$ cat src/rtl/tpts_pkg.sv
package tpts_pkg;

  localparam int DEF_MAX_NODES   = 64;
  localparam int DEF_NUM_WORKERS = 3;

  localparam int NODE_W  = 7;
  localparam int DUR_W   = 16;
  localparam int TIME_W  = 32;
  localparam int KIND_W  = 2;
  localparam int WID_W   = 2;
  localparam int CHUNK_W = 8;
  localparam logic [NODE_W-1:0] CNT_SAT = 7'd127;

  typedef enum logic [1:0] {
    REQ_CLEAR   = 2'd0,
    REQ_LOAD    = 2'd1,
    REQ_BEGIN   = 2'd2,
    REQ_ADVANCE = 2'd3
  } req_t;

  typedef enum logic [KIND_W-1:0] {
    EV_FINISH = 2'd0,
    EV_START  = 2'd1,
    EV_DONE   = 2'd2,
    EV_STALL  = 2'd3
  } kind_t;

  typedef struct packed {
    kind_t              kind;
    logic [WID_W-1:0]   wid;
    logic [NODE_W-1:0]  tsk;
    logic [TIME_W-1:0]  evt;
    logic [TIME_W-1:0]  fin;
  } result_t;

  // lowest set bit of one chunk: {found, position}
  function automatic logic [3:0] lowest8(input logic [CHUNK_W-1:0] v);
    logic [3:0] r;
    r = 4'd0;
    for (int i = CHUNK_W - 1; i >= 0; i--) begin
      if (v[i]) begin
        r = {1'b1, 3'(i)};
      end
    end
    return r;
  endfunction

endpackage

$ cat src/rtl/tree_precedence_task_scheduler.sv
// Tree precedence task scheduler. Requests arrive one at a time on the input
// channel and are worked through by a sequencer around two memories with
// registered reads: a node table (parent, duration) and a pending-child count
// table. Clear and reset run a clearing pass over the whole padded count
// table (8*ceil((MAX_NODES+1)/8) entries, 72 at the default size) during which
// no request is taken; the configuration register can be written at any time.
// A load with a valid index writes the node table and, for a valid parent,
// reads and then raises the parent's saturating count; a begin reads the count
// of each node in use and marks those with no pending children ready. An
// advance runs the retire check over every worker (a retiring worker reads its
// node, then its parent's count), the ready-set search for each idle worker
// (8 nodes a cycle), and the earliest-finish search unless the run is done,
// and waits whenever the output side stalls a result. Results leave through
// one output register backed by a one-deep holding register, so the final result of an advance carries last.
module tree_precedence_task_scheduler
  import tpts_pkg::*;
#(
  parameter int MAX_NODES   = tpts_pkg::DEF_MAX_NODES,
  parameter int NUM_WORKERS = tpts_pkg::DEF_NUM_WORKERS
) (
  input  logic                        clk,
  input  logic                        rst,
  input  logic                        cfg_we,
  input  logic [tpts_pkg::NODE_W-1:0] cfg_wdata,
  input  logic                        in_valid,
  output logic                        in_ready,
  input  logic [1:0]                  req_type,
  input  logic [tpts_pkg::NODE_W-1:0] node_index,
  input  logic [tpts_pkg::NODE_W-1:0] node_parent,
  input  logic [tpts_pkg::DUR_W-1:0]  node_duration,
  output logic                        out_valid,
  input  logic                        out_ready,
  output logic [1:0]                  event_kind,
  output logic [1:0]                  worker,
  output logic [tpts_pkg::NODE_W-1:0] task_res,
  output logic [tpts_pkg::TIME_W-1:0] event_time,
  output logic [tpts_pkg::TIME_W-1:0] finish_time,
  output logic                        last
);

  import tpts_pkg::*;

  // Node addressing: the ready set and both tables are padded to whole chunks.
  localparam int NCH = (MAX_NODES + 1 + CHUNK_W - 1) / CHUNK_W;
  localparam int RW  = NCH * CHUNK_W;
  localparam int AW  = $clog2(RW);
  localparam int CIW = (NCH > 1) ? $clog2(NCH) : 1;
  localparam int WW  = (NUM_WORKERS > 1) ? $clog2(NUM_WORKERS) : 1;
  localparam int CW  = AW + 1;
  localparam int NTW = NODE_W + DUR_W;

  typedef enum logic [13:0] {
    S_INIT     = 14'b00000000000001,
    S_IDLE     = 14'b00000000000010,
    S_LOAD     = 14'b00000000000100,
    S_BEG_RD   = 14'b00000000001000,
    S_BEG_CK   = 14'b00000000010000,
    S_RET_CHK  = 14'b00000000100000,
    S_RET_TBL  = 14'b00000001000000,
    S_RET_CNT  = 14'b00000010000000,
    S_DSP_CHK  = 14'b00000100000000,
    S_DSP_SCAN = 14'b00001000000000,
    S_DSP_TBL  = 14'b00010000000000,
    S_RPT      = 14'b00100000000000,
    S_JUMP     = 14'b01000000000000,
    S_FLUSH    = 14'b10000000000000
  } state_t;

  state_t state;

  // Configuration and run state
  logic [NODE_W-1:0] node_count;
  logic [RW-1:0]     ready;
  logic              busy [NUM_WORKERS];
  logic [AW-1:0]     wtask [NUM_WORKERS];
  logic [TIME_W-1:0] wfin [NUM_WORKERS];
  logic [TIME_W-1:0] now;
  logic [CW-1:0]     completed;

  // Sequencer working registers
  logic [AW-1:0]     ptr;
  logic [AW-1:0]     par_r;
  logic [AW-1:0]     t_r;
  logic [WW-1:0]     w;
  logic [CIW-1:0]    chunk;
  logic              any_r;
  logic [TIME_W-1:0] best_r;

  // Result path: holding register in front of the output register
  result_t held;
  logic    held_valid;
  result_t out_r;
  logic    out_last;

  // Memory ports
  logic              pc_we, pc_re, nt_we, nt_re;
  logic [AW-1:0]     pc_waddr, pc_raddr, nt_waddr, nt_raddr;
  logic [NODE_W-1:0] pc_wdata, pc_rdata;
  logic [NTW-1:0]    nt_wdata, nt_rdata;

  tpts_ram #(.WIDTH(NODE_W), .DEPTH(RW)) u_count_ram (
    .clk   (clk),
    .we    (pc_we),
    .waddr (pc_waddr),
    .wdata (pc_wdata),
    .re    (pc_re),
    .raddr (pc_raddr),
    .rdata (pc_rdata)
  );

  tpts_ram #(.WIDTH(NTW), .DEPTH(RW)) u_node_ram (
    .clk   (clk),
    .we    (nt_we),
    .waddr (nt_waddr),
    .wdata (nt_wdata),
    .re    (nt_re),
    .raddr (nt_raddr),
    .rdata (nt_rdata)
  );

  // Decode of the request and the table read-backs
  logic              accept;
  logic              idx_ok, par_ok, tbl_par_ok;
  logic [AW-1:0]     n_eff;
  logic [NODE_W-1:0] tbl_par;
  logic [DUR_W-1:0]  tbl_dur;
  logic              out_free, can_emit, out_load;
  logic              w_last, retire, all_done;
  logic [3:0]        hit;
  logic [CHUNK_W-1:0] slice;
  logic              cand, any_n;
  logic [TIME_W-1:0] best_n;
  logic              emit_en;
  result_t           emit_res;

  assign in_ready   = (state == S_IDLE);
  assign accept     = in_valid && in_ready;
  assign idx_ok     = (node_index != '0) && (32'(node_index) <= 32'(MAX_NODES));
  assign par_ok     = (node_parent != '0) && (32'(node_parent) <= 32'(MAX_NODES));
  assign n_eff      = (32'(node_count) > 32'(MAX_NODES)) ? AW'(MAX_NODES) : AW'(node_count);
  assign tbl_par    = nt_rdata[NTW-1:DUR_W];
  assign tbl_dur    = nt_rdata[DUR_W-1:0];
  assign tbl_par_ok = (tbl_par != '0) && (32'(tbl_par) <= 32'(MAX_NODES));
  assign out_free   = !out_valid || out_ready;
  assign can_emit   = !held_valid || out_free;
  // load the output register from the holding register
  assign out_load   = (emit_en && held_valid) ||
                      ((state == S_FLUSH) && held_valid && out_free);
  assign w_last     = (w == WW'(NUM_WORKERS - 1));
  assign retire     = busy[w] && (wfin[w] == now);
  assign all_done   = (completed >= CW'(n_eff));
  assign slice      = ready[chunk * CHUNK_W +: CHUNK_W];
  assign hit        = lowest8(slice);
  // earliest busy finish, one worker a cycle
  assign cand       = busy[w] && (!any_r || (wfin[w] < best_r));
  assign any_n      = any_r || busy[w];
  assign best_n     = cand ? wfin[w] : best_r;

  always_comb begin
    pc_we    = 1'b0;
    pc_waddr = ptr;
    pc_wdata = '0;
    pc_re    = 1'b0;
    pc_raddr = ptr;
    nt_we    = 1'b0;
    nt_waddr = AW'(node_index);
    nt_wdata = {node_parent, node_duration};
    nt_re    = 1'b0;
    nt_raddr = t_r;
    emit_en  = 1'b0;
    emit_res = '{kind: EV_DONE, wid: '0, tsk: '0, evt: now, fin: '0};
    case (state)
      S_IDLE: begin
        if (accept && req_t'(req_type) == REQ_LOAD && idx_ok) begin
          nt_we    = 1'b1;
          pc_re    = par_ok;
          pc_raddr = AW'(node_parent);
        end
      end
      S_INIT: begin
        pc_we = 1'b1;
      end
      S_LOAD: begin
        pc_we    = 1'b1;
        pc_waddr = par_r;
        pc_wdata = (pc_rdata == CNT_SAT) ? pc_rdata : pc_rdata + 1'b1;
      end
      S_BEG_RD: begin
        pc_re = 1'b1;
      end
      S_RET_CHK: begin
        if (retire && can_emit) begin
          nt_re    = 1'b1;
          nt_raddr = wtask[w];
          emit_en  = 1'b1;
          emit_res = '{kind: EV_FINISH, wid: WID_W'(w), tsk: NODE_W'(wtask[w]),
                       evt: now, fin: '0};
        end
      end
      S_RET_TBL: begin
        pc_re    = tbl_par_ok;
        pc_raddr = AW'(tbl_par);
      end
      S_RET_CNT: begin
        pc_we    = (pc_rdata != '0);
        pc_waddr = par_r;
        pc_wdata = pc_rdata - 1'b1;
      end
      S_DSP_SCAN: begin
        nt_re    = hit[3];
        nt_raddr = AW'({chunk, hit[2:0]});
      end
      S_DSP_TBL: begin
        emit_en  = can_emit;
        emit_res = '{kind: EV_START, wid: WID_W'(w), tsk: NODE_W'(t_r),
                     evt: now, fin: now + TIME_W'(tbl_dur)};
      end
      S_RPT: begin
        emit_en = all_done && can_emit;
      end
      S_JUMP: begin
        if (w_last && !any_n) begin
          emit_en  = can_emit;
          emit_res = '{kind: EV_STALL, wid: '0, tsk: '0, evt: now, fin: '0};
        end
      end
      default: begin
      end
    endcase
  end

  always_ff @(posedge clk) begin
    if (rst) begin
      state      <= S_INIT;
      node_count <= NODE_W'(1);
      ready      <= '0;
      now        <= '0;
      completed  <= '0;
      ptr        <= '0;
      w          <= '0;
      chunk      <= '0;
      any_r      <= 1'b0;
      held_valid <= 1'b0;
      out_valid  <= 1'b0;
      for (int i = 0; i < NUM_WORKERS; i++) begin
        busy[i]  <= 1'b0;
        wtask[i] <= '0;
        wfin[i]  <= '0;
      end
    end else begin
      if (cfg_we) begin
        node_count <= cfg_wdata;
      end
      // hold an unaccepted result, take a new one from the holding register
      out_valid <= out_load || (out_valid && !out_ready);
      // hand the held result on and hold the new one
      if (emit_en) begin
        if (held_valid) begin
          out_r     <= held;
          out_last  <= 1'b0;
        end
        held       <= emit_res;
        held_valid <= 1'b1;
      end

      case (state)
        S_INIT: begin
          ptr <= ptr + 1'b1;
          if (ptr == AW'(RW - 1)) begin
            state <= S_IDLE;
          end
        end
        S_IDLE: begin
          if (accept) begin
            case (req_t'(req_type))
              REQ_CLEAR: begin
                ready     <= '0;
                now       <= '0;
                completed <= '0;
                ptr       <= '0;
                for (int i = 0; i < NUM_WORKERS; i++) begin
                  busy[i]  <= 1'b0;
                  wtask[i] <= '0;
                  wfin[i]  <= '0;
                end
                state <= S_INIT;
              end
              REQ_LOAD: begin
                par_r <= AW'(node_parent);
                if (idx_ok && par_ok) begin
                  state <= S_LOAD;
                end
              end
              REQ_BEGIN: begin
                ptr <= AW'(1);
                if (n_eff != '0) begin
                  state <= S_BEG_RD;
                end
              end
              default: begin
                w     <= '0;
                state <= S_RET_CHK;
              end
            endcase
          end
        end
        S_LOAD: begin
          state <= S_IDLE;
        end
        S_BEG_RD: begin
          state <= S_BEG_CK;
        end
        S_BEG_CK: begin
          if (pc_rdata == '0) begin
            ready[ptr] <= 1'b1;
          end
          ptr <= ptr + 1'b1;
          state <= (ptr == n_eff) ? S_IDLE : S_BEG_RD;
        end
        S_RET_CHK: begin
          if (retire) begin
            if (can_emit) begin
              busy[w] <= 1'b0;
              if (completed != '1) begin
                completed <= completed + 1'b1;
              end
              state <= S_RET_TBL;
            end
          end else if (w_last) begin
            w     <= '0;
            state <= S_DSP_CHK;
          end else begin
            w <= w + 1'b1;
          end
        end
        S_RET_TBL: begin
          par_r <= AW'(tbl_par);
          if (tbl_par_ok) begin
            state <= S_RET_CNT;
          end else if (w_last) begin
            w     <= '0;
            state <= S_DSP_CHK;
          end else begin
            w     <= w + 1'b1;
            state <= S_RET_CHK;
          end
        end
        S_RET_CNT: begin
          // last child done: parent becomes ready
          if (pc_rdata == NODE_W'(1)) begin
            ready[par_r] <= 1'b1;
          end
          if (w_last) begin
            w     <= '0;
            state <= S_DSP_CHK;
          end else begin
            w     <= w + 1'b1;
            state <= S_RET_CHK;
          end
        end
        S_DSP_CHK: begin
          chunk <= '0;
          if (!busy[w]) begin
            state <= S_DSP_SCAN;
          end else if (w_last) begin
            state <= S_RPT;
          end else begin
            w <= w + 1'b1;
          end
        end
        S_DSP_SCAN: begin
          if (hit[3]) begin
            t_r                             <= AW'({chunk, hit[2:0]});
            ready[AW'({chunk, hit[2:0]})]   <= 1'b0;
            state                           <= S_DSP_TBL;
          end else if (chunk == CIW'(NCH - 1)) begin
            state <= S_RPT;
          end else begin
            chunk <= chunk + 1'b1;
          end
        end
        S_DSP_TBL: begin
          if (can_emit) begin
            busy[w]  <= 1'b1;
            wtask[w] <= t_r;
            wfin[w]  <= emit_res.fin;
            if (w_last) begin
              state <= S_RPT;
            end else begin
              w     <= w + 1'b1;
              state <= S_DSP_CHK;
            end
          end
        end
        S_RPT: begin
          w      <= '0;
          any_r  <= 1'b0;
          best_r <= '0;
          if (all_done) begin
            if (can_emit) begin
              state <= S_FLUSH;
            end
          end else begin
            state <= S_JUMP;
          end
        end
        S_JUMP: begin
          any_r  <= any_n;
          best_r <= best_n;
          if (!w_last) begin
            w <= w + 1'b1;
          end else if (any_n) begin
            now   <= best_n;
            state <= S_FLUSH;
          end else if (can_emit) begin
            state <= S_FLUSH;
          end
        end
        S_FLUSH: begin
          // final result of the advance carries last
          if (!held_valid) begin
            state <= S_IDLE;
          end else if (out_free) begin
            out_r      <= held;
            out_last   <= 1'b1;
            held_valid <= 1'b0;
            state      <= S_IDLE;
          end
        end
        default: begin
          state <= S_IDLE;
        end
      endcase
    end
  end

  assign event_kind  = out_r.kind;
  assign worker      = out_r.wid;
  assign task_res    = out_r.tsk;
  assign event_time  = out_r.evt;
  assign finish_time = out_r.fin;
  assign last        = out_last;

  // nothing may be left held once a new request can be taken
  a_idle_empty: assert property (@(posedge clk) disable iff (rst)
    in_ready |-> !held_valid)
    else $error("result held across requests");

  // a dispatched node has left the ready set
  a_taken: assert property (@(posedge clk) disable iff (rst)
    (state == S_DSP_TBL) |-> !ready[t_r])
    else $error("dispatched node still ready");

  // count updates only ever target a real parent
  a_parent: assert property (@(posedge clk) disable iff (rst)
    (state == S_RET_CNT || state == S_LOAD) |-> (par_r != '0))
    else $error("count update on node zero");

  // a start is emitted only for a worker that is idle
  a_start_idle: assert property (@(posedge clk) disable iff (rst)
    (state == S_DSP_TBL) |-> !busy[w])
    else $error("start on busy worker");

endmodule

$ cat src/rtl/tpts_ram.sv
module tpts_ram #(
  parameter int WIDTH = 8,
  parameter int DEPTH = 64
) (
  input  logic                     clk,
  input  logic                     we,
  input  logic [$clog2(DEPTH)-1:0] waddr,
  input  logic [WIDTH-1:0]         wdata,
  input  logic                     re,
  input  logic [$clog2(DEPTH)-1:0] raddr,
  output logic [WIDTH-1:0]         rdata
);

  logic [WIDTH-1:0] mem [DEPTH];

  always_ff @(posedge clk) begin
    if (we) begin
      mem[waddr] <= wdata;
    end
    if (re) begin
      rdata <= mem[raddr];
    end
  end

endmodule

$ cat config.mk
export PLATFORM = sky130hd
export DESIGN_NAME = tree_precedence_task_scheduler
export DESIGN_NICKNAME = d
export VERILOG_FILES = /design/src/rtl/tpts_pkg.sv /design/src/rtl/tree_precedence_task_scheduler.sv /design/src/rtl/tpts_ram.sv
export SDC_FILE = /design/constraint.sdc
export NUM_CORES = 2
export LEC_CHECK = 0
export BUFFER_PORTS_ARGS = -buffer_cell sky130_fd_sc_hd__buf_2
export CORE_UTILIZATION = 57
export CTS_CLUSTER_SIZE = 12
export DETAILED_ROUTE_END_ITERATION = 8
export PLACE_DENSITY = 0.76
export RECOVER_POWER = 25
export SYNTH_ARGS = -nofsm -noshare
export SYNTH_HDL_FRONTEND = slang
export SYNTH_SLANG_ARGS = --single-unit
$ cat constraint.sdc
create_clock -name clk -period 6.1 [get_ports clk]
set_input_delay 0 -clock clk [delete_from_list [all_inputs] [get_ports clk]]
set_output_delay 0 -clock clk [all_outputs]
set_load 0.1 [all_outputs]
==> out/results.txt <==
Final cell count without fillers: 12000. The tools report the final cell utilization of the core as 0.651. The weighted congestion reported at the end of routability-driven placement is 0.943, and the number of pins with negative max-slew slack in the final report is 1316.

The synthesized design contains 2547 enable-type register cells. For the worst setup path, the data arrival time is 6.58 ns. Leaving out fill and tap cells, the most frequent cell in the layout is sky130_fd_sc_hd__edfxtp_1. The run gives 44.4 nW as the leakage dissipation.

Synthesis inferred 2698 register bits. The average via count per standard cell was 6.40. The checks that failed: capacitance limit, slew limit.

The run gives 11500 as the number of cells in the design after placement. The H-tree was split into 5 levels. Adding up every negative setup slack in the final design gives 0 ns.

The height of the chip was 447 um; the total placed instance area was 118000 sq um. In this run the power density over the cells is 303 nW/um^2. The critical path class was flip-flop to flip-flop. The type of element capturing the critical path is a flip-flop. TritonCTS built the clock tree. Global-route total usage across every layer: 0.309. The peak supply drop is 265 uV. After technology mapping, the gate count stands at 8843. The actual transition at the worst max-transition pin is 3.96 ns.

The worst-case setup slack after placement is -0.357 ns, and the final clock period utilization by the worst path is 0.969. For this run, the post-layout net count is 9366. Once detail routing completed, the nets flagged for antenna violations numbered 0.

The clock period could shrink to 5.91 ns. The master cell of the clock root buffer is sky130_fd_sc_hd__clkbuf_16. The sequential cells in the finished layout cover a total of 79500 sq um.

The largest total area in the synthesized netlist belongs to sky130_fd_sc_hd__edfxtp_1. The clock passes through at most 4 buffers. Along the worst path, the maximum fanout reaches 23. The highest achievable clock rate is 169 MHz. The length in cells of the worst reg-to-reg path is 16.

Worst hold-check path type: input port to flip-flop. The worst-case headroom to the max-slew limit is -1.64. The average wire per cell in the routed design came out at 26.0 um. The count of pins on the block boundary is 122, and the area share of the leading cell type in the synthesized netlist is 0.678. In the layout the commonest cells are sky130_fd_sc_hd__edfxtp_1, sky130_fd_sc_hd__nand2_1, sky130_fd_sc_hd__nand3_1, sky130_fd_sc_hd__nor2_1, sky130_fd_sc_hd__clkbuf_16. The floorplan step defined a die boundary enclosing 200000 sq um.

The synthesized netlist contains 88 unique library cells. Setup repair after global routing left no endpoint under its margin. For the final global-route overflow total, the log shows 0. Summing over every cut layer, the via total after detailed routing is 76900.

The number of buffers added on ports works out to 121. Clock-pin slew was measured on the worst setup and hold paths at 0.06 ns. The number of global-route vias before repair came out at 74000. The async set or reset register ratio after synthesis was 0; the number of violations reported at the end of detailed-routing iteration 0 was 11000.

The total clock sinks was 2698; the fraction of final layout cells sized beyond drive strength 1 was 0.110. For the hold violation count in the final report, the log shows 0. After detailed routing, the number of remaining DRC violations is 0. The total number of placement rows was 162; the design area was 127000 sq um. Summed over all layers, the routed wires come to 312 mm. For this run, the detailed router's first-pass iteration total came to 6. The logs give 0.0426 ns for the clock skew and 0 for the final setup violation count. STA puts the critical path data required time at 6.77 ns. In the post-synthesis netlist, the biggest area contributors are sky130_fd_sc_hd__edfxtp_1, sky130_fd_sc_hd__nand2_1, sky130_fd_sc_hd__nand3_1. Entering global routing, the biggest net connects 124 pins.

The run gives 184 mm as the post-DP HPWL. The core region is 196000 sq um. The effective utilization at floorplan was 0.576. The worst hold path was traced through 3 stages.

The count of filler cells inserted in the layout is 13900. The number of violations of the max-capacitance limit is 20, and the portion of the post-synthesis area used by sequential elements is 0.705. The post-layout worst setup margin is 0.187 ns.

The run finished, with violations left. For the worst-skew pair, the clock arrives at the later sink with an insertion delay of 0.92 ns. The tools report the startpoint type of the worst setup path as a flip-flop. In this run the mean area of a mapped cell was 12.7 sq um. For the number of antenna violations at the first check in global routing, the log shows 20. For this run, the number of Yosys warnings is 0.

The first global-routing pass estimated 462 mm of wire. Clock tree synthesis inserted a total of 294 buffers. Compared with the post-synthesis result, the final layout area differs by 13.0%. The synthesized area is 113000 sq um, and the width of the chip is 447 um.

Among all flip-flop cells after synthesis, the most frequent one is sky130_fd_sc_hd__edfxtp_1. The multi-input combinational cells in the finished layout cover a total of 31700 sq um.
cell families (layout without fill, tap and decap cells):
group,count (synthesis),in the layout,synth area share
XOR/XNOR,78,78,0.00613
flip-flops,2698,2698,0.705
AND/OR/NAND/NOR,3769,3769,0.147
adder cells (fa/ha/maj),70,70,0.00784
other,1,192,0.0000333
AO/OA/AOI/OAI,1228,1228,0.0734
multiplexers,351,351,0.0359
buffers and inverters,648,1022,0.0240
final timing paths:
check	from	endpoint	slack [ns]
setup / recovery	flip-flop	u_node_ram.rdata[21]	0.19
hold / removal	node_index[0]	u_node_ram.mem[57][21]	0.09
setup reg to reg	flip-flop	u_node_ram.rdata[21]	0.19
hold reg to reg	ready[31]	ready[31]	0.48
cells in the mapped netlist (all sizes together) (91+ instances only):
library cell  count
buf             232
nor2            464
and3            115
dfxtp           151
and2             97
nand3           789
nand2          1999
a21oi           297
edfxtp         2547
mux2             91
a31oi           243
clkbuf          328
o21ai           125
a311oi           91
mux2i           226
flip-flops by register name, summed over array words and instances, names as in the netlist, 4 cells and up, named ones only:
| signal | flops |
|---|---|
| par_r | 7 |
| task_res | 7 |
| chunk | 4 |
| busy | 4 |
| u_node_ram.mem | 1656 |
| u_count_ram.rdata | 7 |
| now | 32 |
| node_count | 7 |
| event_time | 32 |
| best_r | 32 |
| wfin | 128 |
| finish_time | 32 |
| u_node_ram.rdata | 23 |
| wtask | 28 |
| ptr | 7 |
| t_r | 7 |
| completed | 8 |
| ready | 72 |
| u_count_ram.mem | 504 |
| held | 75 |
| state | 14 |
report_power, final:
part / internal, W / switching (W)
Sequential: 0.0204 / 0.0000753
Clock: 0.00934 / 0.00686
Combinational: 0.000498 / 0.00141
per-stage QoR:
step / total power (W) / hold slack (ns)
floorplan: 0.0220 / 0.0989
global placement: 0.0226 / 0.226
detailed placement: 0.0227 / 0.230
CTS: 0.0387 / 0.00638
global route: 0.0395 / 0.0644
finish: 0.0386 / 0.0871
repair_timing:
item,in CTS,in global routing
endpoints found under the setup margin,8,11
hold buffers,68,0
cloned,0,1
endpoints found under the hold margin,1380,0
setup buffers,1,2
gates resized for setup,3,3
routing by layer:
metal | up-vias | track usage | share of wire
met5 | - | 0 | 0.00026
met4 | 12 | 0.140 | 0.049
met3 | 934 | 0.0597 | 0.11
met2 | 4901 | 0.492 | 0.47
met1 | 37700 | 0.413 | 0.37
li1 | 33400 | - | -
worst max-delay path, stage by stage, from the launching register on:
cell and delay [ns]:
sky130_fd_sc_hd__dfxtp_4 0.40, sky130_fd_sc_hd__buf_12 0.16, sky130_fd_sc_hd__mux4_2 0.56, sky130_fd_sc_hd__xnor2_1 0.39
sky130_fd_sc_hd__nand4_1 0.25, sky130_fd_sc_hd__nor4_2 0.30, sky130_fd_sc_hd__nand4_1 0.26, sky130_fd_sc_hd__and2_2 0.40
sky130_fd_sc_hd__a221oi_4 0.36, sky130_fd_sc_hd__buf_12 0.26, sky130_fd_sc_hd__buf_12 0.19, sky130_fd_sc_hd__buf_4 0.30
sky130_fd_sc_hd__mux2i_1 0.23, sky130_fd_sc_hd__a32oi_1 0.07, sky130_fd_sc_hd__a2111oi_0 0.84, sky130_fd_sc_hd__nor3_1 0.23
sky130_fd_sc_hd__a311o_1 0.40
cell type report:
cell class,instances,area share
sequential,2698,0.624
multi-input combinational,5680,0.249
clock buffer,377,0.0622
timing repair buffer,490,0.0324
tap,2624,0.0258
clock inverter,67,0.00410
inverter,88,0.00260
antenna,8,0.000157
Power figures use the tool's default switching activity.
